--- config.mk ---
export PLATFORM = sky130hd
export DESIGN_NAME = cirf_slot_update
export DESIGN_NICKNAME = d
export VERILOG_FILES = /design/src/cirf_pkg.sv /design/src/cirf_slot_update.sv
export SDC_FILE = /design/constraint.sdc
export NUM_CORES = 1
export LEC_CHECK = 0
export BUFFER_PORTS_ARGS = -buffer_cell sky130_fd_sc_hd__buf_2
export CAP_MARGIN = 20
export CORE_AREA = 8 8 149 151
export DETAILED_ROUTE_END_ITERATION = 8
export DIE_AREA = 0 0 157 159
export PLACE_DENSITY_LB_ADDON = 0.15
export SYNTH_ARGS = -nofsm -noshare
export SYNTH_HDL_FRONTEND = slang
export SYNTH_SLANG_ARGS = --single-unit
--- constraint.sdc ---
create_clock -name vclk -period 13
set_clock_uncertainty 0.05 [all_clocks]
set_input_delay 0.65 -clock vclk [all_inputs]
set_output_delay 0.65 -clock vclk [all_outputs]
set_load 0.02 [all_outputs]
--- src/cirf_pkg.sv ---
// Shared types and constants of the CAN identifier rate filter.
// Used by cirf_slot_mem, cirf_slot_update and can_id_rate_filter; depends on nothing.
`default_nettype none

package cirf_pkg;

    localparam int C_SLOT_COUNT = 2048;  // default number of slots
    localparam int C_ID_LIMIT   = 2048;  // first identifier outside the 11-bit range
    localparam int C_MAX_LEN    = 8;     // CAN classic payload bytes

    typedef enum logic [1:0] {
        MODE_NEVER  = 2'd0,
        MODE_ALWAYS = 2'd1,
        MODE_TIMED  = 2'd2,
        MODE_COUNT  = 2'd3
    } t_mode;

    typedef enum logic [1:0] {
        STAT_DROPPED   = 2'd0,
        STAT_FORWARDED = 2'd1,
        STAT_BAD_ID    = 2'd2,
        STAT_WRITTEN   = 2'd3
    } t_status;

    typedef enum logic [1:0] {
        ST_CLEAR,
        ST_IDLE,
        ST_DECIDE
    } t_state;

    // One slot table entry.
    typedef struct packed {
        t_mode        mode;
        logic [15:0]  period;
        logic [15:0]  count;
        logic [31:0]  last_time;
        logic [15:0]  skip;
    } t_slot;

    // Decision for one transaction: write-back request plus the result fields.
    typedef struct packed {
        logic         wr_en;
        t_slot        slot;
        t_status      status;
        logic [10:0]  id;
        logic         rtr;
        logic [3:0]   len;
        logic [63:0]  payload;
    } t_verdict;

endpackage

`default_nettype wire

--- src/cirf_slot_update.sv ---
// Per-transaction decision: forward or drop, and the updated slot entry.
// Depends on cirf_pkg for modes, status codes and the verdict struct.
`default_nettype none

module cirf_slot_update
    import cirf_pkg::*;
(
    input  wire logic        i_bad,
    input  wire logic        i_command,
    input  wire logic [10:0] i_id,
    input  wire logic        i_rtr,
    input  wire logic [3:0]  i_len,
    input  wire logic [63:0] i_payload,
    input  wire logic [31:0] i_now,
    input  wire logic [1:0]  i_new_mode,
    input  wire logic [15:0] i_new_period,
    input  wire logic [15:0] i_new_count,
    input  wire t_slot       i_slot,
    output t_verdict         o_verdict
);

    logic [3:0]  len_sat;
    logic [31:0] elapsed;
    logic [15:0] skip_inc;
    logic [63:0] masked;
    logic        fwd;

    assign len_sat  = (i_len > 4'(C_MAX_LEN)) ? 4'(C_MAX_LEN) : i_len;
    assign elapsed  = i_now - i_slot.last_time;
    assign skip_inc = i_slot.skip + 16'd1;

    // Zero the bytes beyond the frame length.
    always_comb begin
        for (int k = 0; k < C_MAX_LEN; k++) begin
            masked[8*k +: 8] = (4'(k) < len_sat) ? i_payload[8*k +: 8] : 8'd0;
        end
    end

    always_comb begin
        o_verdict      = '0;
        o_verdict.slot = i_slot;
        fwd            = 1'b0;
        if (i_bad) begin
            o_verdict.status = STAT_BAD_ID;
        end else if (i_command) begin
            o_verdict.wr_en          = 1'b1;
            o_verdict.slot.mode      = t_mode'(i_new_mode);
            o_verdict.slot.period    = i_new_period;
            o_verdict.slot.count     = i_new_count;
            o_verdict.slot.last_time = '0;
            o_verdict.slot.skip      = '0;
            o_verdict.status         = STAT_WRITTEN;
        end else begin
            case (i_slot.mode)
                MODE_ALWAYS: begin
                    fwd = 1'b1;
                end
                MODE_TIMED: begin
                    if (elapsed > {16'd0, i_slot.period}) begin
                        fwd                      = 1'b1;
                        o_verdict.wr_en          = 1'b1;
                        o_verdict.slot.last_time = i_now;
                    end
                end
                MODE_COUNT: begin
                    o_verdict.wr_en = 1'b1;
                    if (skip_inc >= i_slot.count) begin
                        fwd                 = 1'b1;
                        o_verdict.slot.skip = '0;
                    end else begin
                        o_verdict.slot.skip = skip_inc;
                    end
                end
                default: begin
                    fwd = 1'b0;
                end
            endcase
            if (fwd) begin
                o_verdict.status  = STAT_FORWARDED;
                o_verdict.id      = i_id;
                o_verdict.rtr     = i_rtr;
                o_verdict.len     = len_sat;
                o_verdict.payload = masked;
            end else begin
                o_verdict.status = STAT_DROPPED;
            end
        end
    end

endmodule

`default_nettype wire

==> flow_metrics.py, run 1 <==
metrics = {
    "run_status": {
        "status": "finished clean",
    },
    "setup_path": {
        "path_class": "in2out",
        "cp-end-kind": "output port",
        "cp_slowest_cell": "buf_4",
        "critPathMaxFanout": 80,
        "slowest_delay_ps": 630,
        "path_buf_inv": 4,
        "critPathArrivalTime_ps": 6200,
        "cp-startpoint": "i_now[0]",
        "critPathTopFamily": "simple AND/OR/NAND/NOR gates",
        "cp_cell_sequence": "buf_2 > inv_1 > ha_1 > fa_1 > and2b_1 > o2111ai_2 > a2111oi_4 > nor2_1 > xnor2_1 > ha_1 > nand4_1 > nor3_1 > mux2i_1 > a21oi_1 > nor4_1 > nand4_1 > or4_1 > o41a_1 > a21oi_4 > buf_4 > nor3_1 > buf_2",
        "start_kind": "input pin",
        "critPathRequiredTime_ps": 12300,
    },
    "floorplanning": {
        "die_h_um": 159,
        "die_w_um": 157,
        "start_util": 0.243,
        "core_area_mm2": 0.0198,
        "row_count": 52,
        "pin_count": 395,
        "dieArea_mm2": 0.0250,
    },
    "placement": {
        "place_inst": 1419,
        "place.gp.congestion": 0.894,
        "io_buffers": 395,
        "hpwlAfterDp_mm": 22.4,
        "placed_area_mm2": 0.00699,
    },
    "timing": {
        "slew_viol_final": 0,
        "hold_viol": 0,
        "period_minus_slack_ps": 6900,
        "fmax_mhz": 145,
        "fin_crit_sh": 0.531,
        "maxSlewHeadroom": 0.270,
        "report.final.setup_viol": 0,
        "setup_tns_ps": 0,
        "rsz0062_at_grt": "no",
        "tightest_slew_ps": 1090,
    },
    "final_layout": {
        "layout_common_cells": "buf_2 (395), nand2_1 (144), inv_1 (70), o21ai_0 (70), ha_1 (64)",
        "drive_gt1_frac": 0.363,
        "synthToLayoutAreaGrowth_pct": 45.2,
        "num-fill-cells": 2243,
        "fin_util": 0.353,
        "fin_nets": 1447,
        "final_common_cell": "buf_2",
        "seq_area_um2": 0,
        "clock_buffers": 0,
        "stdcell_area_mm2": 0.00700,
        "stdcell_count": 1423,
        "design.seq.count": 0,
    },
    "pwr": {
        "p_per_area_mw_per_mm2": 44.0,
        "total_power_w": 0.000308,
        "leakage_nw": 3.92,
        "vdd_ir_drop_max_v": 0.0000175,
    },
    "global_route": {
        "antenna_found_initial": 5,
        "gr-total-overflow": 0,
        "grt_pass1_wl_mm": 39.5,
        "grt_max_degree": 81,
        "grt.total_usage": 0.194,
        "grt_pass1_vias": 6884,
    },
    "clock_tree": {
        "cts_resized": 0,
        "cts_setup_buffers": 0,
        "ctsHoldBuffers": 0,
    },
    "drt": {
        "num_vias": 6937,
        "route.detailed.drc": 0,
        "drtIter0Drc": 440,
        "viasPerCell": 4.87,
        "wl_per_cell_um": 18.2,
        "detail-route-antenna-nets": 0,
        "drt-total-wl_mm": 25.9,
        "first_pass_iters": 5,
    },
    "synth": {
        "synth.distinct_cells": 60,
        "yosysWarnings": 0,
        "netlist_area_mm2": 0.00482,
        "synth.avg_cell_area_um2": 6.06,
        "synthCells": 796,
        "ys_seq_area_frac": 0,
        "syn_nets": 1091,
    },
    "worst_hold_path": {
        "hold_path.class": "in2out",
        "min_from": "i_id[8]",
    },
    "flow_run": {
        "maxCapViolCount": 0,
    },
}
## through the flow
stage / hold WS (ps) / setup WS (ps)
3_3_place_gp: 1570 / 6220
3_5_place_dp: 1570 / 6070
5_1_grt: 1580 / 5590
6_report: 1560 / 6100
2_1_floorplan: 1370 / 7080
4_1_cts: 1570 / 6050
## cells in the mapped netlist (all sizes together), types with 16 or more instances
cell | instances | area share
inv | 70 | 0.054
buf | 20 | 0.024
ha | 64 | 0.17
xnor2 | 18 | 0.033
clkbuf | 27 | 0.021
nand2 | 144 | 0.11
a21oi | 48 | 0.051
o21ai | 71 | 0.074
nor2 | 53 | 0.041
xor2 | 16 | 0.029
a21o | 19 | 0.030
nor3 | 58 | 0.060
a22o | 31 | 0.056
## cells by family (layout without fill, tap and decap cells)
logic type | after synthesis | in the layout | share of synthesized area
AOI/OAI and AO/OA | 235 | 235 | 0.328
muxes | 8 | 8 | 0.0176
adders and majority gates | 65 | 65 | 0.170
and+or+nand+nor | 337 | 337 | 0.323
other | 0 | 3 | 0
xor gates and xnor gates | 34 | 34 | 0.0618
buffers and inverters | 117 | 471 | 0.0996
## final timing paths
path / end / slack, ps / cells after the start
setup / recovery: o_verdict[33] / 6100 / 22
hold / removal: o_verdict[77] / 1560 / 4
## layout make-up
type                            count  area, µm²  area share
Multi-Input combinational cell    679       4370       0.624
Tap cell                          270        338      0.0482
Inverter                           70        263      0.0375
Timing Repair Buffer              401       2020       0.289
Antenna cell                        3       7.51     0.00107
## tightest hold or removal path, stage by stage
cell	delay, ps
buf_2	90
nand2_1	40
nor2_1	30
buf_2	150
## routing by layer
| metal | share of wire | GRT usage | routed length [µm] | vias to the layer above |
|---|---|---|---|---|
| met5 | 0.00050 | 0 | 13 | - |
| met4 | 0.011 | 0.0249 | 290 | 2 |
| met2 | 0.47 | 0.337 | 12300 | 234 |
| met1 | 0.44 | 0.248 | 11300 | 3112 |
| met3 | 0.079 | 0.0345 | 2040 | 24 |
| li1 | - | - | - | 3565 |
## power breakdown
| group | switching, W | internal (W) | leakage (nW) | total, W |
|---|---|---|---|---|
| clock | 0 | 0.0000000000311 | 0.0000190 | 0.0000000000312 |
| sequential | 0 | 0 | 0 | 0 |
| combinational | 0.000188 | 0.000120 | 3.92 | 0.000308 |
Power figures use the tool's default switching activity.
==> run 2, diff against run 1 <==
- CORE_AREA: 8 8 149 151 -> 8 8 146 148
- DIE_AREA: 0 0 157 159 -> 0 0 154 156
- clock period: 13 -> 6.1 ns (I/O delays scaled with it)
==> run 2 against run 1 <==
Net effect:
- routed wire length shrank 2.5%
- worst hold slack got worse by 690 ps
- critical path depth did not move
- die area shrank 3.8%
- utilization is 1.7 points higher
- setup slack lost 5700 ps
- final area grew 0.77%
- sequential share of layout area unchanged
- first-iteration DRC count rose by 6.4%
- sequential cell count unchanged
- combinational power increased by 120%
- largest power group unchanged
==> flow_metrics.py, run 2 (synthesis gave the netlist of run 1 again) <==
metrics = {
    "timing": {
        "tightest_slew_ps": 1050,
        "rsz0062_at_grt": "no",
        "report.final.setup_viol": 0,
        "maxSlewHeadroom": 0.295,
        "period_minus_slack_ps": 5730,
        "setup_tns_ps": 0,
        "fin_crit_sh": 0.939,
        "worst_slack_ps": 371,
        "slew_viol_final": 0,
        "hold_viol": 0,
        "fmax_mhz": 175,
    },
    "final_layout": {
        "stdcell_count": 1396,
        "design.seq.count": 0,
        "final_common_cell": "buf_2",
        "fin_nets": 1455,
        "seq_area_um2": 0,
        "layout_common_cells": "buf_2 (395), nand2_1 (144), inv_1 (70), o21ai_0 (70), ha_1 (64)",
        "antenna_cells": 0,
        "drive_gt1_frac": 0.369,
        "stdcell_area_mm2": 0.00706,
        "clock_buffers": 0,
        "synthToLayoutAreaGrowth_pct": 46.3,
    },
    "setup_path": {
        "path_class": "in2out",
        "cp-startpoint": "i_now[0]",
        "critPathMaxFanout": 31,
        "start_kind": "input pin",
        "critPathRequiredTime_ps": 5740,
        "critPathArrivalTime_ps": 5370,
        "cp-end-kind": "output port",
    },
    "pwr": {
        "leakage_nw": 3.98,
        "power.internal_w": 0.000266,
        "netSwitchingFraction": 0.604,
        "p_sw_w": 0.000404,
        "vdd_ir_drop_max_v": 0.0000390,
        "comb_power_share": 1.000,
        "total_power_w": 0.000670,
        "p_per_area_mw_per_mm2": 95.0,
        "seq_power_share": 0,
        "pwr-share-clk": 0,
    },
    "global_route": {
        "grt.total_usage": 0.193,
        "grt_pass1_vias": 6854,
        "grt_max_degree": 71,
        "grt_pass1_wl_mm": 38.1,
        "gr-total-overflow": 0,
        "antenna_found_initial": 0,
    },
    "placement": {
        "hpwlAfterDp_mm": 21.8,
        "io_buffers": 395,
        "place_inst": 1393,
        "placed_area_mm2": 0.00703,
        "place_ws_ps": 185,
        "place.gp.congestion": 0.906,
    },
    "drt": {
        "wl_met3_mm": 1.54,
        "detail-route-antenna-nets": 0,
        "viasPerCell": 5.01,
        "drt-total-wl_mm": 25.3,
        "num_vias": 6995,
        "wl_per_cell_um": 18.1,
        "drtIter0Drc": 468,
        "wl_met1_mm": 11.3,
        "routed.top_layer": "met4",
        "route.detailed.drc": 0,
        "first_pass_iters": 5,
        "wl_met2_mm": 12.2,
    },
    "worst_hold_path": {
        "min_delay_worst_endpoint": "o_verdict[70]",
        "hold_path.class": "in2out",
        "min_from": "i_id[1]",
        "hold_depth": 4,
    },
    "floorplanning": {
        "pin_count": 395,
        "row_count": 51,
        "core_area_mm2": 0.0191,
        "die_h_um": 156,
        "start_util": 0.253,
        "die_w_um": 154,
        "dieArea_mm2": 0.0240,
    },
    "flow_run": {
        "maxCapViolCount": 0,
    },
    "run_status": {
        "status": "finished clean",
    },
}
==> run 2: worst max-delay path: stages <==
cell	delay, ps
buf_2	80
inv_1	40
ha_1	210
fa_1	390
and2b_1	240
o2111ai_2	180
a2111oi_4	460
nor2_1	140
xnor2_1	150
ha_1	310
nand4_1	140
nor3_2	230
mux2i_1	200
a21oi_1	50
nor4_1	260
nand4_1	110
or4_1	560
o41a_1	440
and2_1	180
buf_4	240
a22o_1	270
buf_2	150
==> run 2: power groups by stage <==
stage          sequential (W)  clock, W  combinational (W)
6_report                    0         0           0.000670
2_1_floorplan               0         0           0.000419
3_5_place_dp                0         0           0.000668
4_1_cts                     0         0           0.000671
5_1_grt                     0         0           0.000741
3_3_place_gp                0         0           0.000667
==> run 2: worst max-delay path by stage <==
stage / endpoint / slack, ps
finish: o_verdict[99] / 370
global route: o_verdict[99] / 2
CTS: o_verdict[99] / 150
detailed placement: o_verdict[100] / 190
global placement: o_verdict[124] / 280
floorplan: o_verdict[100] / 870
==> run 2: area by class of cell <==
class / instances / area (µm²)
Fill cell: 2148 / 12000
Multi-Input combinational cell: 679 / 4380
Tap cell: 238 / 298
Timing Repair Buffer: 409 / 2120
Inverter: 70 / 263
==> run 2: per-layer routing <==
layer / track usage / vias to the layer above
met5: 0 / -
met4: 0.0238 / 0
met3: 0.0305 / 20
met2: 0.338 / 260
met1: 0.249 / 3134
li1: - / 3581
==> run 2: metrics by stage <==
step | utilization | hold WS (ps)
4_1_cts | 0.368 | 875
3_5_place_dp | 0.368 | 874
5_1_grt | 0.370 | 891
6_report | 0.370 | 876
2_1_floorplan | - | 682
3_3_place_gp | 0.368 | 874
==> run 2: what timing repair did <==
item,4_1_cts,5_1_grt
setup buffers,0,2
gates resized for setup,0,2
setup endpoints to repair,0,108
hold buffers,0,0
==> run 3, diff against run 2 <==
- ABC_AREA: unset -> 1
- CORE_AREA: 8 8 146 148 -> 8 8 147 149
- DIE_AREA: 0 0 154 156 -> 0 0 155 157
==> run 3 against run 2 <==
Net effect:
- first-iteration DRC count rose by 19%
- global-route usage is 6.2 points higher
- total power rose by 10%
- sequential share of layout area did not move
- routed wire length up 29%
- maximum frequency rose by 12%
- clock-buffer cell count did not move
- synthesized area increased by 26%
==> flow_metrics.py, run 3 <==
metrics = {
    "floorplanning": {
        "die_w_um": 155,
        "row_count": 51,
        "pin_count": 395,
        "start_util": 0.316,
        "dieArea_mm2": 0.0243,
        "die_h_um": 157,
        "core_area_mm2": 0.0192,
    },
    "placement": {
        "hpwlAfterDp_mm": 28.9,
        "place_ws_ps": 938,
        "place_inst": 1949,
        "place.gp.congestion": 1.05,
        "io_buffers": 395,
    },
    "synth": {
        "synthTopCellsByCount": "nand2_1 (474), inv_1 (290), nor2_1 (179)",
        "netlist_area_mm2": 0.00608,
        "yosysMostFrequentCell": "nand2_1",
        "synth.distinct_cells": 31,
        "ys_seq_area_frac": 0,
        "yosysWarnings": 0,
        "syn_nets": 1615,
        "synthCells": 1320,
        "yosys.area.top_type": "nand2_1",
        "synth.top_cell.area_share": 0.293,
        "ys_top_cells_by_area": "nand2_1 (29%), inv_1 (18%), ha_1 (13%), nor2_1 (11%), nand3_1 (9.4%)",
        "synth.avg_cell_area_um2": 4.60,
    },
    "pwr": {
        "leakage_nw": 5.83,
        "total_power_w": 0.000739,
        "power.internal_w": 0.000260,
        "netSwitchingFraction": 0.649,
        "p_per_area_mw_per_mm2": 89.3,
        "seq_power_share": 0,
        "vdd_ir_drop_max_v": 0.0000405,
        "pwr-share-clk": 0,
        "p_sw_w": 0.000480,
        "comb_power_share": 1.000,
    },
    "setup_path": {
        "critPathRequiredTime_ps": 5740,
        "critPathMaxFanout": 71,
        "cp-end-kind": "output port",
        "start_kind": "input pin",
        "critPathArrivalTime_ps": 4780,
        "path_class": "in2out",
    },
    "final_layout": {
        "drive_gt1_frac": 0.244,
        "stdcell_count": 1955,
        "seq_area_um2": 0,
        "synthToLayoutAreaGrowth_pct": 36.3,
        "clock_buffers": 0,
        "final_common_cell": "nand2_1",
        "num-fill-cells": 2379,
        "fin_nets": 1981,
        "layout_common_cells": "nand2_1 (473), buf_2 (395), inv_1 (290), nor2_1 (177), nand3_1 (114)",
        "fin_util": 0.431,
        "design.seq.count": 0,
    },
    "global_route": {
        "antenna_found_initial": 10,
        "grt_pass1_vias": 8419,
        "gr-total-overflow": 0,
        "grt_max_degree": 72,
        "grt_pass1_wl_mm": 48.9,
        "grt.total_usage": 0.254,
    },
    "drt": {
        "first_pass_iters": 5,
        "viasPerCell": 4.54,
        "drt-total-wl_mm": 32.6,
        "wl_per_cell_um": 16.7,
        "detail-route-antenna-nets": 0,
        "drtIter0Drc": 556,
        "num_vias": 8868,
        "route.detailed.drc": 0,
    },
    "timing": {
        "setup_tns_ps": 0,
        "period_minus_slack_ps": 5130,
        "rsz0062_at_grt": "no",
        "tightest_slew_ps": 935,
        "maxSlewHeadroom": 0.377,
        "slew_viol_final": 0,
        "worst_slack_ps": 966,
        "fin_crit_sh": 0.842,
        "report.final.setup_viol": 0,
        "fmax_mhz": 195,
        "hold_viol": 0,
    },
    "clock_tree": {
        "cts_setup_buffers": 0,
        "cts_resized": 0,
        "ctsHoldBuffers": 0,
    },
    "run_status": {
        "status": "finished clean",
    },
    "worst_hold_path": {
        "hold_path.class": "in2out",
    },
    "flow_run": {
        "maxCapViolCount": 0,
    },
}
[run 3: cell types whose count changed in the layout (fill, tap and decap cells not counted), moves of 39 or more]
cell / delta
nor2_1: +126
nand3_1: +101
nand2_1: +329
o21ai_0: -39
nor3_1: -51
inv_1: +220
[run 3: power by group through the flow]
stage	Combinational, W	Clock [W]	Sequential, W
after floorplan	0.000468	0	0
after global placement	0.000739	0	0
after detailed placement	0.000741	0	0
after CTS	0.000745	0	0
after global routing	0.000836	0.000000000132	0
final	0.000739	0.000000000132	0
[run 3: critical path, cell delays in order]
cell and delay, ps:
buf_2 80, inv_1 50, ha_1 250, fa_1 430, inv_1 120, nand2_1 60, nand2_1 70, and2_1 180
nand2_1 70, nand3_1 160, xor2_1 250, ha_1 270, nand3_1 100, a21oi_1 50, nor2_1 80, nand2_1 60
nand2_1 60, nand3_1 70, nor2_1 100, nand2_1 60, nor2_2 90, nand2_2 400, nand2_2 220, nand2_2 90
nand2_4 550, nor2_1 260, buf_2 240
[run 3: cell families after synthesis]
logic type,share of synthesized area
simple gates,0.520
xor+xnor,0.0360
compound gates,0.0964
mux,0.00556
buf+inv,0.207
fa+ha+maj,0.135
[run 3: final timing paths]
kind / start / to / depth (start not counted)
worst max-delay path: i_now[0] / o_verdict[6] / 27
worst min-delay path: i_id[4] / o_verdict[73] / 4
[run 3: final cells by class]
cell class | instances | area (µm²) | area share
inverter | 292 | 1100 | 0.132
multi-input combinational | 993 | 4830 | 0.583
antenna | 6 | 15.0 | 0.00181
tap | 265 | 332 | 0.0400
timing repair buffer | 399 | 2010 | 0.242
[run 3: through the flow]
step | hold WS [ps] | instance area (µm²)
3_3_place_gp | 868 | 8260
3_5_place_dp | 875 | 8260
5_1_grt | 888 | 8280
2_1_floorplan | 679 | 6080
4_1_cts | 878 | 8260
6_report | 876 | 8280
[run 3: layer usage]
layer  track usage  wire length [µm]  part of all wire  up-vias
li1              -                 -                 -     4716
met5             0                56            0.0017        -
met1         0.300             13600              0.42     3821
met3        0.0614              2690             0.083       30
met4        0.0569               621             0.019        8
met2         0.456             15600              0.48      293
